--- config.mk ---
export PLATFORM = sky130hd
export DESIGN_NAME = tli_queue
export DESIGN_NICKNAME = d
export VERILOG_FILES = /design/src/hdl/table_linear_interpolator_core_assert.svh /design/src/hdl/tli_pkg.sv /design/src/hdl/tli_queue.sv
export SDC_FILE = /design/constraint.sdc
export NUM_CORES = 1
export LEC_CHECK = 0
export BUFFER_PORTS_ARGS = -buffer_cell sky130_fd_sc_hd__buf_2
export CORE_AREA = 2 2 142 144
export CTS_CLUSTER_DIAMETER = 50
export CTS_CLUSTER_SIZE = 25
export DETAILED_ROUTE_END_ITERATION = 8
export DIE_AREA = 0 0 144 146
export PLACE_DENSITY = 0.9
export SYNTH_ARGS = -nofsm -noshare
export SYNTH_HDL_FRONTEND = slang
export SYNTH_SLANG_ARGS = --single-unit
--- constraint.sdc ---
create_clock -name clk_i -period 3.63 [get_ports clk_i]
set_clock_uncertainty 0.2 [all_clocks]
set_input_delay 0.363 -clock clk_i [delete_from_list [all_inputs] [get_ports clk_i]]
set_output_delay 0.363 -clock clk_i [all_outputs]
set_load 0.02 [all_outputs]
--- src/hdl/table_linear_interpolator_core_assert.svh ---
`ifndef TABLE_LINEAR_INTERPOLATOR_CORE_ASSERT_SVH
`define TABLE_LINEAR_INTERPOLATOR_CORE_ASSERT_SVH

// antecedent implies consequent on the same edge
`define TLI_ASSERT_IMP(lbl, clk, rst_n, ante, cons) \
  lbl: assert property (@(posedge clk) disable iff (!rst_n) (ante) |-> (cons)) \
    else $error("tli: implication violated");

// condition must never be seen
`define TLI_ASSERT_NEVER(lbl, clk, rst_n, cond) \
  lbl: assert property (@(posedge clk) disable iff (!rst_n) !(cond)) \
    else $error("tli: forbidden condition seen");

`endif

--- src/hdl/tli_pkg.sv ---
package tli_pkg;

  localparam int unsigned TABLE_DEPTH = 256;
  localparam int unsigned QUEUE_DEPTH = 4;

  localparam int unsigned IDX_W  = 8;
  localparam int unsigned X_W    = 32;
  localparam int unsigned VAL_W  = 32;
  localparam int unsigned SIZE_W = 9;
  localparam int unsigned ST_W   = 3;

  localparam int unsigned S_DATA_W = 72;
  localparam int unsigned M_DATA_W = 32;

  typedef enum logic {
    KIND_LOAD  = 1'b0,
    KIND_QUERY = 1'b1
  } tli_kind_e;

  typedef enum logic [ST_W-1:0] {
    ST_INTERP = 3'd0,
    ST_LOW    = 3'd1,
    ST_HIGH   = 3'd2,
    ST_NOSEG  = 3'd3,
    ST_EMPTY  = 3'd4
  } tli_status_e;

  typedef enum logic [3:0] {
    S_IDLE,
    S_CHK0,
    S_CHKN,
    S_SCAN,
    S_PREP,
    S_ABS,
    S_MUL,
    S_DSTART,
    S_DIV
  } tli_state_e;

  typedef struct packed {
    tli_kind_e        kind;
    logic [IDX_W-1:0] idx;
    logic [X_W-1:0]   x;
    logic [VAL_W-1:0] val;
  } tli_cmd_t;

  typedef struct packed {
    logic busy;
    logic div_busy;
  } tli_stat_t;

endpackage

--- src/hdl/tli_queue.sv ---
module tli_queue #(
  parameter int unsigned DEPTH = tli_pkg::QUEUE_DEPTH
) (
  input  logic              clk_i,
  input  logic              rst_ni,
  input  logic              push_i,
  input  tli_pkg::tli_cmd_t cmd_i,
  output logic              full_o,
  output logic              valid_o,
  input  logic              pop_i,
  output tli_pkg::tli_cmd_t cmd_o
);

  localparam int unsigned PW = (DEPTH > 1) ? $clog2(DEPTH) : 1;
  localparam int unsigned CW = $clog2(DEPTH + 1);

  tli_pkg::tli_cmd_t entries [DEPTH];
  logic [PW-1:0]     wptr_q, wptr_d, rptr_q, rptr_d;
  logic [CW-1:0]     cnt_q, cnt_d;
  logic              do_push, do_pop;

  assign full_o  = cnt_q == CW'(DEPTH);
  assign valid_o = cnt_q != '0;
  assign cmd_o   = entries[rptr_q];
  assign do_push = push_i && !full_o;
  assign do_pop  = pop_i && valid_o;

  always_comb begin
    wptr_d = wptr_q;
    rptr_d = rptr_q;
    cnt_d  = cnt_q;
    if (do_push) begin
      wptr_d = (wptr_q == PW'(DEPTH - 1)) ? '0 : wptr_q + PW'(1);
    end
    if (do_pop) begin
      rptr_d = (rptr_q == PW'(DEPTH - 1)) ? '0 : rptr_q + PW'(1);
    end
    if (do_push && !do_pop) begin
      cnt_d = cnt_q + CW'(1);
    end else if (do_pop && !do_push) begin
      cnt_d = cnt_q - CW'(1);
    end
  end

  always_ff @(posedge clk_i or negedge rst_ni) begin
    if (!rst_ni) begin
      wptr_q <= '0;
      rptr_q <= '0;
      cnt_q  <= '0;
    end else begin
      wptr_q <= wptr_d;
      rptr_q <= rptr_d;
      cnt_q  <= cnt_d;
    end
  end

  always_ff @(posedge clk_i) begin
    if (do_push) begin
      entries[wptr_q] <= cmd_i;
    end
  end

endmodule

==> results.md <==
* Critical Path Sink Type: output port
* Synth warn at 0
* Max Cap Violations at 0
* Post-detailed-route count of antenna-violating nets at 0
* Setup TNS at 0 ns
* Core area at between 15000 and 20000 sq um
* Largest net degree at the start of global routing at 76
* Worst hold start: pop_i
* Crit path time final at between 2 and 3 ns
* Final WS setup at roughly 0.63 ns
* Sequential power share at 44.7%
* Sequential element share of the synthesized area at 81.52%
* Diode count at 0
* # Post-CTS Setup Buffers at 0
* Cell Area, Synth at between 10000 and 15000 sq um
* Die width at about 140 um
* Power Internal at roughly 7500 uW
* RSZ-0062 raised after global routing: false
* GPL Wtd Cong at 0.7193
* Syn_nets at between 500 and 600
* Yosys cell types at 19
* Net Sw Frac at around 33%
* Max-slew violations at 0
* Vias per cell at around 5.5
* P_leak at ~0.0047 uW
* H-tree lvl count at 1
* Post-CTS sizing at 0
* Clock share of power at 25.2%
* Drc violations at 0
* Period utilisation layout at between 80% and 90%
* Final hold vios at 0
* Net switching power at 3666 uW
* Hold endpoint: rptr_q[0]
* First-pass GRT wire length at approximately 31 mm
* Total number of vias at ~5200
* CTS tree: done
* Most frequent cells in the layout: edfxtp_1 (292), buf_2 (151), dlygate4sd3_1 (75)
* Worst r2r dst: entries[2][58]
* Final setup vio count at 0
* Chip height at 146 um
* Drt total wl at a little over 20 mm
* Maximum VDD drop at ~0.00052 V
* Worst Path Arrival at 2.44 ns
* Pwr dens at just over 800 nW/um^2
* Placement Setup Slack at slightly below 1 ns
* Drt first-iter violations at 381
* Clock Path Buffers at 3
* Comb pwr share at 30.2%
* Clock sinks at ~300
* Hold Crit Depth at 3
* Avg Inst Size Synth at 26.25 sq um
* Worst Setup Start Kind: flip-flop
* Outcome: complete, no violations
* CP max FO at 23
* CTS buffer count at 25
* Cells after synthesis at roughly 420
* Fraction of layout cells with a size suffix above 1 at between 40% and 50%
* R2R Setup Slk at around 0.95 ns
* Reg clk slew, reported paths at ~0.080 ns
* Reg2reg start: cnt_q[2]
* #FFs+latches synth at between 200 and 300
* Total global routing overflow at 0
* Die ar. at 21020 sq um
* # IOs at between 150 and 200
* Most common cell after layout, fill and taps aside: edfxtp_1
* CP Data Required Time at between 3 and 4 ns
* Number of global-route vias before repair at 5571
* Initial cell density of the core at 56.74%
* FF-to-FF path depth at 4
* Worst slew margin at a little over a quarter
* Drt pass-1 iters at 4
* Std-Cell Rows at 51
* Tightest Hold Check Type: input port to flip-flop
* Area delta synth->final at 24.75%
* Number of port buffers at between 150 and 200
* Critical path class: flip-flop to output port
* Post-DR wirelength/cell at ~22 um
* Net count, final at between 700 and 800
* Post-DP HPWL at roughly 12 mm
* Initial antenna violation count at 0
* Worst-margin pin slew at 1.100 ns
* GRT Total Usage at approximately a fifth
* Root buf cell: clkbuf_16
* Worst skew pair latency at 0.53 ns
* Fmax at approximately 330 MHz
synthesized netlist by cell type:
cell type / n / area, sq um
buf_6: 6 / 67.56
nor2b_1: 1 / 6.260
and2_1: 4 / 25.02
clkbuf_1: 1 / 3.750
dfrtp_1: 7 / 175.2
ha_1: 6 / 75.07
xor2_1: 2 / 17.52
buf_4: 2 / 15.01
inv_1: 3 / 11.26
xnor2_1: 1 / 8.760
nand2_2: 1 / 6.260
mux4_2: 73 / 1644
or3_1: 1 / 6.260
mux2_2: 5 / 56.30
edfxtp_1: 292 / 8768
buf_2: 8 / 40.04
fa_1: 1 / 20.02
nor2_1: 3 / 11.26
nor3b_2: 1 / 12.51
flip-flops by register name, indices dropped and copies added, names as in the netlist:
register	flops
wptr_q	2
entries	292
rptr_q	2
cnt_q	3
per-stage QoR:
step	instance area (sq um)	std cells	util [%]	hold WS, ns	total power (uW)
2_1_floorplan	10970	418	-	-0.1326	7308
3_3_place_gp	12050	825	62.31	0.006451	8289
3_5_place_dp	12050	825	62.31	0.01401	8405
4_1_cts	13690	945	70.78	0.002857	11280
5_1_grt	13690	945	70.78	0.003857	11630
6_report	13690	945	70.78	0.02260	11140
metal layers:
| metal | vias up | wire, um | track usage (%) |
|---|---|---|---|
| li1 | 2286 | - | - |
| met1 | 2708 | 8026 | 27.10 |
| met2 | 206 | 10870 | 34.24 |
| met3 | 18 | 1489 | 3.718 |
| met4 | 0 | 273 | 4.657 |
| met5 | - | 0 | 0 |
what timing repair did:
| item | in CTS | in global routing |
|---|---|---|
| endpoints found under the hold margin | 299 | 0 |
| hold buffers | 75 | 0 |
| endpoints found under the setup margin | 0 | 0 |
layout make-up:
class	count	area [sq um]
Clock buffer	25	625.6
Clock inverter	20	262.8
Fill cell	1149	5649
Inverter	3	11.26
Multi-Input combinational cell	99	1899
Sequential cell	299	8951
Tap cell	265	331.6
Timing Repair Buffer	234	1604
kinds of logic after synthesis:
kind of cell               after synthesis  synth area share [%]
DFF                                    299                 81.52
muxes                                   78                 15.50
buffers and inverters                   20                 1.254
and+or+nand+nor                         11                0.6159
adders and majority gates                7                0.8668
xor gates and xnor gates                 3                0.2396
worst max-delay path by stage:
stage / from / endpoint / slack [ns] / cells after the start
after floorplan: cnt_q[2] / entries[1][0] / 0.43 / 4
after global placement: cnt_q[2] / entries[0][10] / 1.00 / 4
after detailed placement: cnt_q[2] / entries[0][8] / 0.97 / 4
after CTS: rptr_q[0] / cmd_o[57] / 0.56 / 3
after global routing: rptr_q[0] / cmd_o[20] / 0.46 / 3
final: rptr_q[0] / cmd_o[29] / 0.63 / 3
power by group through the flow:
| stage | sequential (uW) | combinational (uW) | clock [uW] |
|---|---|---|---|
| after floorplan | 4780 | 2530 | 0 |
| after CTS | 5000 | 3430 | 2850 |
| after global placement | 5000 | 3290 | 0 |
| after detailed placement | 5070 | 3340 | 0 |
| after global routing | 5060 | 3580 | 2990 |
| final | 4980 | 3360 | 2810 |
critical path, stage by stage, from the launching register on:
cell     delay [ns]
dfrtp_4        0.73
buf_4          0.40
mux4_2         0.57
buf_2          0.18
Note: power is estimated with default switching activity, not from simulation.
